<file path="config.mk">
export PLATFORM = sky130hd
export DESIGN_NAME = zero_run_magnitude_encoder_top
export DESIGN_NICKNAME = d
export VERILOG_FILES = /design/src/sv/zrme_pkg.sv /design/src/sv/zero_run_magnitude_encoder_top.sv /design/src/sv/zrme_coef_classify.sv /design/src/sv/zrme_run_tracker.sv /design/src/sv/zrme_out_stage.sv
export SDC_FILE = /design/constraint.sdc
export NUM_CORES = 1
export LEC_CHECK = 0
export ABC_AREA = 1
export BUFFER_PORTS_ARGS = -buffer_cell sky130_fd_sc_hd__buf_2
export CAP_MARGIN = 20
export CORE_MARGIN = 3
export CORE_UTILIZATION = 54
export CTS_BUF_LIST = sky130_fd_sc_hd__clkbuf_8
export CTS_CLUSTER_SIZE = 28
export DETAILED_ROUTE_END_ITERATION = 8
export PLACE_DENSITY = 0.79
export SYNTH_ARGS = -nofsm -noshare
export SYNTH_HDL_FRONTEND = slang
export SYNTH_HIERARCHICAL = 1
export SYNTH_SLANG_ARGS = --single-unit
</file>
<file path="constraint.sdc">
create_clock -name clk -period 3.7 [get_ports clk]
set_input_delay 0.37 -clock clk [delete_from_list [all_inputs] [get_ports clk]]
set_output_delay 0.37 -clock clk [all_outputs]
set_load 0.05 [all_outputs]
</file>
<file path="src/sv/zrme_pkg.sv">
package zrme_pkg;

    localparam int COEF_BITS = 16;
    localparam int RUN_BITS  = 7;
    localparam int ZRUN_BITS = 6;
    localparam int CAT_BITS  = 4;
    localparam int AMP_BITS  = 15;

    localparam logic [RUN_BITS-1:0]  RUN_MAX  = '1;
    localparam logic [ZRUN_BITS-1:0] ZRUN_MAX = '1;
    localparam logic [AMP_BITS-1:0]  AMP_MAX  = '1;

    typedef struct packed {
        logic signed [COEF_BITS-1:0] coef_value;
        logic                        block_end;
    } coef_item_t;

    typedef struct packed {
        logic [ZRUN_BITS-1:0] zero_run;
        logic [CAT_BITS-1:0]  size_category;
        logic [AMP_BITS-1:0]  amplitude_bits;
        logic                 end_mark;
    } pair_item_t;

    // What the classifier tells the run tracker about one coefficient.
    typedef struct packed {
        logic                is_zero;
        logic [CAT_BITS-1:0] size_category;
        logic [AMP_BITS-1:0] amplitude_bits;
    } coef_info_t;

endpackage

</file>
<file path="src/sv/zero_run_magnitude_encoder_top.sv">
// Zero-run / magnitude-category encoder. Takes one signed coefficient per transfer on the
// coef channel and returns at most one (run, category, amplitude, end) pair on the pair
// channel. Zeros inside a block are only counted; a nonzero value or the block's last
// coefficient produces a pair. Throughput is one coefficient per clock unless coef_stall holds
// the input. The coefficient is first held in the input register, then its pair is written
// into the result register once that register has space. The
// classification and run update sit in one combinational stage between those registers.
// coef_stall follows pair_stall combinationally while the result register is full and the
// held coefficient yields a pair; a coefficient that yields no pair never stalls.
module zero_run_magnitude_encoder_top (
    input  logic                 clk,
    input  logic                 rst_n,
    input  logic                 coef_valid,
    output logic                 coef_stall,
    input  zrme_pkg::coef_item_t coef,
    output logic                 pair_valid,
    input  logic                 pair_stall,
    output zrme_pkg::pair_item_t pair
);

    logic                 s1_valid_reg;
    logic                 s1_valid_next;
    zrme_pkg::coef_item_t s1_item_reg;
    zrme_pkg::coef_info_t info;
    zrme_pkg::pair_item_t emit_pair;
    logic                 emit;
    logic                 space;
    logic                 s1_fire;

    // A coefficient that yields no pair never waits for the result register.
    assign s1_fire    = s1_valid_reg && (!emit || space);
    assign coef_stall = s1_valid_reg && !s1_fire;

    assign s1_valid_next = coef_stall ? s1_valid_reg : coef_valid;

    always_ff @(posedge clk or negedge rst_n)
    begin
        if (!rst_n)
        begin
            s1_valid_reg <= 1'b0;
        end
        else
        begin
            s1_valid_reg <= s1_valid_next;
        end
    end

    always_ff @(posedge clk)
    begin
        if (coef_valid && !coef_stall)
        begin
            s1_item_reg <= coef;
        end
    end

    zrme_coef_classify u_classify (
        .coef_value (s1_item_reg.coef_value),
        .info       (info)
    );

    zrme_run_tracker u_run_tracker (
        .clk       (clk),
        .rst_n     (rst_n),
        .fire      (s1_fire),
        .block_end (s1_item_reg.block_end),
        .info      (info),
        .emit      (emit),
        .pair      (emit_pair)
    );

    zrme_out_stage u_out_stage (
        .clk        (clk),
        .rst_n      (rst_n),
        .emit       (s1_valid_reg && emit),
        .emit_pair  (emit_pair),
        .space      (space),
        .pair_valid (pair_valid),
        .pair_stall (pair_stall),
        .pair       (pair)
    );

endmodule

</file>
<file path="src/sv/zrme_coef_classify.sv">
module zrme_coef_classify (
    input  logic signed [zrme_pkg::COEF_BITS-1:0] coef_value,
    output zrme_pkg::coef_info_t                  info
);

    logic                              neg;
    logic [zrme_pkg::COEF_BITS-1:0]    mag_full;
    logic [zrme_pkg::AMP_BITS-1:0]     mag;
    logic [zrme_pkg::CAT_BITS-1:0]     cat;
    logic [zrme_pkg::COEF_BITS-1:0]    mask_full;

    assign neg      = coef_value[zrme_pkg::COEF_BITS-1];
    assign mag_full = neg ? (~coef_value + 1'b1) : coef_value;

    // Only the most negative value leaves the top bit set; it saturates.
    assign mag = mag_full[zrme_pkg::COEF_BITS-1] ? zrme_pkg::AMP_MAX
                                                  : mag_full[zrme_pkg::AMP_BITS-1:0];

    always_comb
    begin
        cat = '0;
        for (int i = 0; i < zrme_pkg::AMP_BITS; i++)
        begin
            if (mag[i])
            begin
                cat = zrme_pkg::CAT_BITS'(i + 1);
            end
        end
    end

    assign mask_full = (zrme_pkg::COEF_BITS'(1) << cat) - zrme_pkg::COEF_BITS'(1);

    assign info.is_zero        = (mag == '0);
    assign info.size_category  = cat;
    assign info.amplitude_bits = neg ? (~mag & mask_full[zrme_pkg::AMP_BITS-1:0]) : mag;

endmodule

</file>
<file path="src/sv/zrme_run_tracker.sv">
module zrme_run_tracker (
    input  logic                 clk,
    input  logic                 rst_n,
    input  logic                 fire,
    input  logic                 block_end,
    input  zrme_pkg::coef_info_t info,
    output logic                 emit,
    output zrme_pkg::pair_item_t pair
);

    logic [zrme_pkg::RUN_BITS-1:0] run_count_reg;
    logic [zrme_pkg::RUN_BITS-1:0] run_count_next;
    logic [zrme_pkg::RUN_BITS-1:0] count_inc;
    logic [zrme_pkg::RUN_BITS-1:0] run_value;

    function automatic logic [zrme_pkg::ZRUN_BITS-1:0] clip_run(
        input logic [zrme_pkg::RUN_BITS-1:0] r
    );
        if (r > zrme_pkg::RUN_BITS'(zrme_pkg::ZRUN_MAX))
        begin
            return zrme_pkg::ZRUN_MAX;
        end
        return r[zrme_pkg::ZRUN_BITS-1:0];
    endfunction

    assign count_inc = (run_count_reg == zrme_pkg::RUN_MAX) ? run_count_reg
                                                            : run_count_reg + 1'b1;

    // A zero emits only when it closes the block; its own count is included.
    assign emit      = info.is_zero ? block_end : 1'b1;
    assign run_value = info.is_zero ? (count_inc - 1'b1) : run_count_reg;

    assign pair.zero_run       = clip_run(run_value);
    assign pair.size_category  = info.is_zero ? '0 : info.size_category;
    assign pair.amplitude_bits = info.is_zero ? '0 : info.amplitude_bits;
    assign pair.end_mark       = block_end;

    always_comb
    begin
        run_count_next = run_count_reg;
        if (fire)
        begin
            run_count_next = emit ? '0 : count_inc;
        end
    end

    always_ff @(posedge clk or negedge rst_n)
    begin
        if (!rst_n)
        begin
            run_count_reg <= '0;
        end
        else
        begin
            run_count_reg <= run_count_next;
        end
    end

endmodule

</file>
<file path="src/sv/zrme_out_stage.sv">
module zrme_out_stage (
    input  logic                 clk,
    input  logic                 rst_n,
    input  logic                 emit,
    input  zrme_pkg::pair_item_t emit_pair,
    output logic                 space,
    output logic                 pair_valid,
    input  logic                 pair_stall,
    output zrme_pkg::pair_item_t pair
);

    logic                 valid_reg;
    logic                 valid_next;
    zrme_pkg::pair_item_t pair_reg;

    // The register can take a new pair when empty or when its pair transfers now.
    assign space      = !valid_reg || !pair_stall;
    assign valid_next = space ? emit : valid_reg;

    always_ff @(posedge clk or negedge rst_n)
    begin
        if (!rst_n)
        begin
            valid_reg <= 1'b0;
        end
        else
        begin
            valid_reg <= valid_next;
        end
    end

    always_ff @(posedge clk)
    begin
        if (emit && space)
        begin
            pair_reg <= emit_pair;
        end
    end

    assign pair_valid = valid_reg;
    assign pair       = pair_reg;

endmodule

</file>
Word-level counts from Yosys, hierarchy flattened

Index checks and enable logic that the tools add are counted.

Bits in registers: 52
Bits of input ports: 21
Output and inout bits: 28
Logic and storage cells: 57

Add/sub/neg operators: 4
Magnitude comparators: 1
Equal/unequal tests: 1
Shift operators: 1
Mux-type cells: 25
Bitwise gates (word level): 3
Reductions and logical operators: 13

Operator list:

| operator              | count |
|---|---|
| $mux 4                | 8 |
| $mux 15               | 2 |
| $mux 7                | 3 |
| $add 16x1->16 const B | 1 |
| $mux 16               | 1 |
| $not 16->16           | 1 |
| $and 15x15->15        | 1 |
| $logic_not 15->1      | 1 |
| $not 15->15           | 1 |
| $shl 1x4->15 const A  | 1 |
| $sub 15x2->15 const B | 1 |
| $mux 3                | 4 |
| $mux 6                | 2 |
| $add 7x1->7 const B   | 1 |
| $eq 7x7->1 const B    | 1 |
| $gt 7x6->1 const B    | 1 |
| $sub 7x1->7 const B   | 1 |
| $logic_and 1x1->1     | 5 |
| $logic_not 1->1       | 5 |
| $mux 2                | 2 |
| $mux 1                | 3 |
| $logic_or 1x1->1      | 2 |

Depth between registers and ports, before layout

Gate-level depths: netlist of run 1.

Depth in word-level cells: 23
Depth in mapped cells: 28
Depth with buffers taken out: 28

By module

The synthesis of run 1 kept the hierarchy.

By module, submodules not included:

| module                         | instances | cells each | area an instance (sq um) | seq. area each (sq um) |
|---|---|---|---|---|
| zrme_coef_classify             | 1         | 253        | 1,265.0                  | 0.0 |
| zrme_run_tracker               | 1         | 144        | 899.6                    | 175.2 |
| zrme_out_stage                 | 1         | 31         | 822.0                    | 805.8 |
| zero_run_magnitude_encoder_top | 1         | 26         | 575.6                    | 535.5 |

Least setup slack after synthesis of run 1

Ideal clock, no wire load.

Path type: flip-flop to flip-flop
From: register s1_item_reg[1] (netlist bit)
To: register u_out_stage.pair_reg, in the netlist u_out_stage/pair[0], enable pin
Library setup time: 0.418 ns
Arrival time: 3.559 ns
Required time: 3.282 ns
Path slack: -0.277 ns
Stages on the path, launching flop included: 23
Path buffers: 0
Period minus slack after synthesis: 3.977 ns
Path through: edfxtp_1 > inv_2 > ha_1 > nand3_2 > nor2_2 > nand2_1 > nand3_1 > nand3_1 > nor3_2 > nand2_1 > nand2_1 > nand2_1 > nand2_2 > inv_2 > nand2_1 > nor2_1 > inv_1 > nor2_1 > inv_1 > nand2_2 > inv_1 > inv_1 > a21oi_1

RTL lines:

| what                   | RTL line                             | RTL |
|---|---|---|
| start, declared        | zero_run_magnitude_encoder_top.sv:23 | `zrme_pkg::coef_item_t s1_item_reg;` |
| start signal, assigned | zero_run_magnitude_encoder_top.sv:52 | `s1_item_reg <= coef;` |
| end signal, assigned   | zrme_out_stage.sv:36                 | `pair_reg <= emit_pair;` |
| end, declared          | zrme_out_stage.sv:14                 | `zrme_pkg::pair_item_t pair_reg;` |

==> impl_metrics.env, run 1 <==
export IMPL_outcome="complete, no violations"
export IMPL_clk_path_buf_depth=2
export IMPL_synthDistinctLibCells=40
export IMPL_cts_made_buffers=5
export IMPL_yosys_area_top_type="edfxtp_1"
export IMPL_p_comb_share_pct=25.1
export IMPL_clk_pin_slew_worst_paths_ns=0.09
export IMPL_hold_viol_final=0
export IMPL_initial_core_util_pct=57.8
export IMPL_synth_area_leaders="edfxtp_1 (36%), nand2_1 (10%), inv_1 (6.5%), dfrtp_1 (6.3%), nand3_1 (5.9%)"
export IMPL_rr_startpoint="s1_item_reg[1]"
export IMPL_slew_headroom_pct=77.5
export IMPL_rows=28
export IMPL_synth_edf_count=43
export IMPL_power_leakage_nw=1.94
export IMPL_period_minus_slack_ns=3.43
export IMPL_swShare_pct=32.6
export IMPL_required_ns=3.33
export IMPL_clock_fmax_mhz=291
export IMPL_vias=3081
export IMPL_grt_util_all_layers_pct=20.8
export IMPL_r2r_end="u_out_stage/pair[15]"
export IMPL_dr_pass1_iters=5
export IMPL_hold_start="coef[3]"
export IMPL_internal_power_uw=903
export IMPL_seq_power_share_pct=52.3
export IMPL_diodes=0
export IMPL_setup_tns_final_ns=0
export IMPL_end_kind="output pin"
export IMPL_drc=0
export IMPL_finalNetCount=537
export IMPL_vias_per_cell=5.24
export IMPL_area_growth_syn_to_layout_pct=14.6
export IMPL_gp_congestion=0.917
export IMPL_holdWs_ns=0.236
export IMPL_hpwl_um=5920
export IMPL_syn_area_um2=3560
export IMPL_rsz0062_at_grt="false"
export IMPL_port_buffers=48
export IMPL_critPathLaunchType="register"
export IMPL_clock_latency_ns=0.31
export IMPL_grt_pass1_vias=2693
export IMPL_largest_reg_flops=26
export IMPL_fin_crit_sh_pct=92.7
export IMPL_maxSlewViolCount=0
export IMPL_pin_count=49
export IMPL_ys_async_sr_fraction_pct=17.3
export IMPL_root_buffer="clkbuf_8"
export IMPL_die_h_um=87.2
export IMPL_overflow=0
export IMPL_grt_pass1_wl_um=12600
export IMPL_drt_total_wl_um=7680
export IMPL_switchingPower_uw=436
export IMPL_p_total_mw=1.34
export IMPL_die_w_um=87.2
export IMPL_min_path_cells=1
export IMPL_yosysWarnings=6
export IMPL_grt_start_max_net_pins=27
export IMPL_clock_skew_ns=0.0116
export IMPL_drive_above_1_share_pct=28.7
export IMPL_arrival_ns=3.06
export IMPL_seq_area_frac_synth_pct=42.6
export IMPL_die_area_um2=7610
export IMPL_clockPowerShare_pct=22.7
export IMPL_ir_drop_mv=0.210
export IMPL_syn_nets=479
export IMPL_synthCells=454
export IMPL_post_synth_top_count_cell="nand2_1"
export IMPL_power_density_nw_per_um2=328
export IMPL_core_area_um2=6170
export IMPL_drt_first_iter_violations=268
export IMPL_startpoint="s1_item_reg[1]"
export IMPL_cts_sinks=52
export IMPL_r2r_cells=27
export IMPL_htree_levels=2
export IMPL_critPathKind="register to output pin"
export IMPL_yosysTopAreaCellShare_pct=36.2
export IMPL_synth_commonest_cells="nand2_1 (99), inv_1 (62), nor2_1 (54), edfxtp_1 (43), nand3_1 (42)"
export IMPL_ys_ff_latch=52
export IMPL_routedWlPerCell_um=13.1
export IMPL_ff2ff_setup_slack_ns=0.28
export IMPL_synth_area_per_cell_um2=7.85
export IMPL_setup_violations=0
export IMPL_synthFlopType="edfxtp_1"
export IMPL_antenna_found_initial=0
export IMPL_stdcell_count=588
export IMPL_drtAntennaViolNets=0
export IMPL_worstPathMaxFanout=7
export IMPL_hold_path_end="s1_item_reg[3]"
export IMPL_cts_tree="done"
export IMPL_hp_class="input pin to register"
export IMPL_worstMarginPinSlew_ns=0.338
export IMPL_dpl_cell_count=572
export IMPL_max_cap_violations=0
==> per-stage QoR <==
stage	util [%]	instance area, um^2	setup slack (ns)
3_5_place_dp	63.1	3890	0.171
5_1_grt	66.2	4080	0.0533
4_1_cts	65.0	4010	0.0341
3_3_place_gp	63.1	3890	0.226
6_report	66.2	4080	0.269
2_1_floorplan	-	3570	0.0125
==> layout make-up <==
cell class                      count  area [um^2]
Clock buffer                        5         68.8
Clock inverter                      3         12.5
Fill cell                         542         2080
Inverter                           76          293
Multi-Input combinational cell    312         1720
Sequential cell                    52         1520
Tap cell                           75         93.8
Timing Repair Buffer               65          377
==> cells by family (layout without fill, tap and decap cells) <==
| logic type | Yosys count | in the layout | share of synthesized area [%] |
|---|---|---|---|
| buffers and inverters | 90 | 149 | 10.3 |
| AO/OA/AOI/OAI | 48 | 48 | 7.76 |
| flip-flops | 52 | 52 | 42.6 |
| XOR/XNOR | 3 | 3 | 0.738 |
| AND/OR/NAND/NOR | 257 | 257 | 37.2 |
| adder cells (fa/ha/maj) | 4 | 4 | 1.41 |
==> layer usage <==
layer | GRT usage [%] | vias up | routed length, um
met5 | 0 | - | 0
li1 | - | 1588 | -
met3 | 3.78 | 10 | 538
met2 | 33.1 | 110 | 3450
met1 | 29.8 | 1373 | 3610
met4 | 4.46 | 0 | 80
==> power groups by stage <==
stage / sequential (mW) / combinational, mW / clock, mW
finish: 0.700 / 0.335 / 0.303
global route: 0.704 / 0.367 / 0.338
CTS: 0.700 / 0.326 / 0.313
detailed placement: 0.716 / 0.319 / 0
global placement: 0.714 / 0.314 / 0
floorplan: 0.797 / 0.159 / 0
==> worst max-delay path by stage <==
stage                                 to
floorplan                 s1_item_reg[0]
global placement         s1_item_reg[14]
detailed placement       s1_item_reg[12]
CTS                           coef_stall
global route        u_out_stage/pair[15]
finish                        coef_stall
==> worst max-delay path, cell delays in order, from the launching register on <==
cell and delay, ns:
edfxtp_1 0.43, inv_2 0.12, ha_2 0.23, nand3_4 0.12, nand2_1 0.09, nand2_1 0.05, nand2_1 0.11, nand2_1 0.08
a21oi_1 0.18, nand2_1 0.09, nand2_1 0.07, nand2_1 0.04, nand2_1 0.05, nand2_1 0.08, nand2_4 0.13, inv_4 0.06
nand2_1 0.13, nor2_4 0.07, inv_2 0.12, nor2_1 0.07, inv_1 0.08, nand2_2 0.07, nor2_2 0.12, buf_6 0.17
==> placed cells by master, fill, tap and decap left out, types with 9 or more instances in the layout <==
master	netlist	routed
nand3_1	42	42
buf_4	1	16
nor2_1	54	52
nand2_1	99	99
nor2_2	12	12
nor2_4	10	12
buf_2	4	47
edfxtp_1	43	43
o22ai_1	12	12
dfrtp_1	9	9
inv_2	12	12
o21ai_0	14	13
nand2_2	12	11
inv_1	62	63
==> timing repair <==
| item | 4_1_cts | 5_1_grt |
|---|---|---|
| pin swaps | 0 | 3 |
| setup endpoints to repair | 1 | 59 |
| gates resized for setup | 0 | 15 |
| hold buffers | 1 | 0 |
| endpoints found under the hold margin | 9 | 0 |
| setup buffers | 3 | 4 |
Power figures use the tool's default switching activity.
==> inputs of run 2 (changes only) <==
==> constraint.sdc (replaced) <==
create_clock -name clk -period 3.7 [get_ports clk]
set_input_delay 0.37 -clock clk [delete_from_list [all_inputs] [get_ports clk]]
set_output_delay 0.37 -clock clk [all_outputs]
set_load 0.01 [all_outputs]
==> impl_metrics.env, run 2 (synthesis results as in run 1) <==
export IMPL_setup_violations=0
export IMPL_slew_headroom_pct=78.0
export IMPL_worstPathMaxFanout=8
export IMPL_cts_sinks=52
export IMPL_drc=0
export IMPL_clock_fmax_mhz=292
export IMPL_crit_top_cell="nand2_1"
export IMPL_critPathKind="register to output pin"
export IMPL_gp_congestion=0.920
export IMPL_area_growth_syn_to_layout_pct=13.8
export IMPL_clk_pin_slew_worst_paths_ns=0.08
export IMPL_initial_core_util_pct=57.8
export IMPL_arrival_ns=3.06
export IMPL_max_cap_violations=0
export IMPL_layout_common_cells="nand2_1 (99), inv_1 (63), nor2_1 (52)"
export IMPL_rows=28
export IMPL_drt_total_wl_um=7810
export IMPL_hp_class="input pin to register"
export IMPL_finalNetCount=536
export IMPL_power_leakage_nw=1.93
export IMPL_vias=3153
export IMPL_htree_levels=2
export IMPL_outcome="complete, no violations"
export IMPL_root_buffer="clkbuf_8"
export IMPL_worst_slack_ns=0.273
export IMPL_die_w_um=87.2
export IMPL_placed_area_um2=3890
export IMPL_worstMarginPinSlew_ns=0.326
export IMPL_cp_slowest_stage_delay_ns=0.42
export IMPL_grt_util_all_layers_pct=21.5
export IMPL_fin_area_um2=4050
export IMPL_hpwl_um=6060
export IMPL_place_ws_ns=0.156
export IMPL_hold_start="coef[16]"
export IMPL_routedWlPerCell_um=13.3
export IMPL_fin_crit_sh_pct=92.6
export IMPL_vias_per_cell=5.37
export IMPL_grt_pass1_wl_um=13000
export IMPL_worstPathCellList="buf_4 > nor2_4 > nand2_4 > nor2_8 > nand3b_2 > nand2_1 > nor2_1 > nand2_1 > nand2_1 > nand2_1 > nand2_1 > a21oi_2 > nand2_1 > nor2_4 > inv_2 > nor2_2 > inv_1 > nand2_2 > nor2_2 > buf_2"
export IMPL_fillers=542
export IMPL_grt_pass1_vias=2837
export IMPL_drt_first_iter_violations=287
export IMPL_pin_count=49
export IMPL_clock_skew_ns=0.0184
export IMPL_cts_made_buffers=5
export IMPL_dr_pass1_iters=5
export IMPL_diodes=0
export IMPL_drtAntennaViolNets=0
export IMPL_crit_slowest_cell="edfxtp_1"
export IMPL_die_area_um2=7610
export IMPL_port_buffers=48
export IMPL_period_minus_slack_ns=3.43
export IMPL_die_h_um=87.2
export IMPL_core_area_um2=6170
export IMPL_end_kind="output pin"
export IMPL_largest_reg_flops=26
export IMPL_rr_startpoint="s1_item_reg[2]"
export IMPL_clk_path_buf_depth=2
export IMPL_clock_latency_ns=0.31
export IMPL_overflow=0
export IMPL_hold_viol_final=0
export IMPL_ir_drop_mv=0.190
export IMPL_required_ns=3.33
export IMPL_cts_tree="done"
export IMPL_final_common_cell="nand2_1"
export IMPL_grt_start_max_net_pins=27
export IMPL_drive_above_1_share_pct=28.3
export IMPL_critPathLaunchType="register"
export IMPL_power_density_nw_per_um2=311
export IMPL_maxSlewViolCount=0
export IMPL_antenna_found_initial=0
export IMPL_startpoint="s1_item_reg[2]"
[run 2: changes by cell type in the layout (fill, tap and decap cells not counted)]
cell	before	now
nand3_4	2	1
inv_2	12	13
nand2_2	11	12
ha_2	2	1
buf_6	1	0
inv_4	3	2
buf_2	47	48
nand2_4	4	3
o21ai_1	6	5
nand3_2	6	7
o21ai_0	13	14
buf_4	16	15
ha_1	2	3
[run 2: critical path, delay by kind of cell, from the launching register on]
family / cells / cell delay (ns)
buffers and inverters: 4 / 0.47
flip-flops: 1 / 0.42
AO/OA/AOI/OAI: 1 / 0.19
AND/OR/NAND/NOR: 15 / 1.66
[run 2: power by group]
| group | leakage [nW] | internal [mW] | switching [mW] | total [mW] |
|---|---|---|---|---|
| Clock | 0.0505 | 0.128 | 0.175 | 0.303 |
| Sequential | 0.530 | 0.682 | 0.0178 | 0.700 |
| Combinational | 1.35 | 0.0919 | 0.166 | 0.258 |
| Total | 1.93 | 0.901 | 0.359 | 1.26 |
[run 2: area by class of cell]
| class | count | area (um^2) | area share (%) |
|---|---|---|---|
| clock buffers | 5 | 68.8 | 1.70 |
| clock inverters | 3 | 12.5 | 0.309 |
| inverters | 76 | 290 | 7.16 |
| multi-input cells | 312 | 1710 | 42.1 |
| flip-flops and latches | 52 | 1520 | 37.4 |
| well taps | 75 | 93.8 | 2.32 |
| repair buffers | 64 | 363 | 8.95 |
[run 2: timing repair]
| item | in CTS | in global routing |
|---|---|---|
| hold buffers | 1 | 0 |
| gates resized for setup | 0 | 7 |
| buffers inserted | 3 | 3 |
| pin swaps | 0 | 1 |
| endpoints found under the hold margin | 9 | 0 |
| setup endpoints to repair | 1 | 60 |
[run 2: layer usage]
metal	GRT usage, %	part of all wire (%)
met5	0	0
met1	29.1	46
met2	35.1	46
met3	3.78	6.8
met4	6.83	1.3
[run 2: worst paths after layout]
check	endpoint	slack, ns	depth (start not counted)
hold reg to reg	u_out_stage/pair[0]	0.50	0
setup reg to reg	u_out_stage/pair[25]	0.39	20
setup / recovery	coef_stall	0.27	20
max in group asynchronous	u_run_tracker/run_count_reg[3]	3.02	2
hold / removal	s1_item_reg[16]	0.24	1
min in group asynchronous	u_run_tracker/run_count_reg[6]	0.48	2
[run 2: stage by stage]
step                total power, mW  std cells  hold slack (ns)   TNS, ns  util, %
finish                         1.26        587            0.240         0     65.7
detailed placement            0.962        572            0.245         0     63.1
global route                   1.33        587            0.225  -0.00739     65.7
global placement              0.955        572            0.237         0     63.1
floorplan                     0.881        454           0.0744         0        -
CTS                            1.26        584            0.230         0     65.0
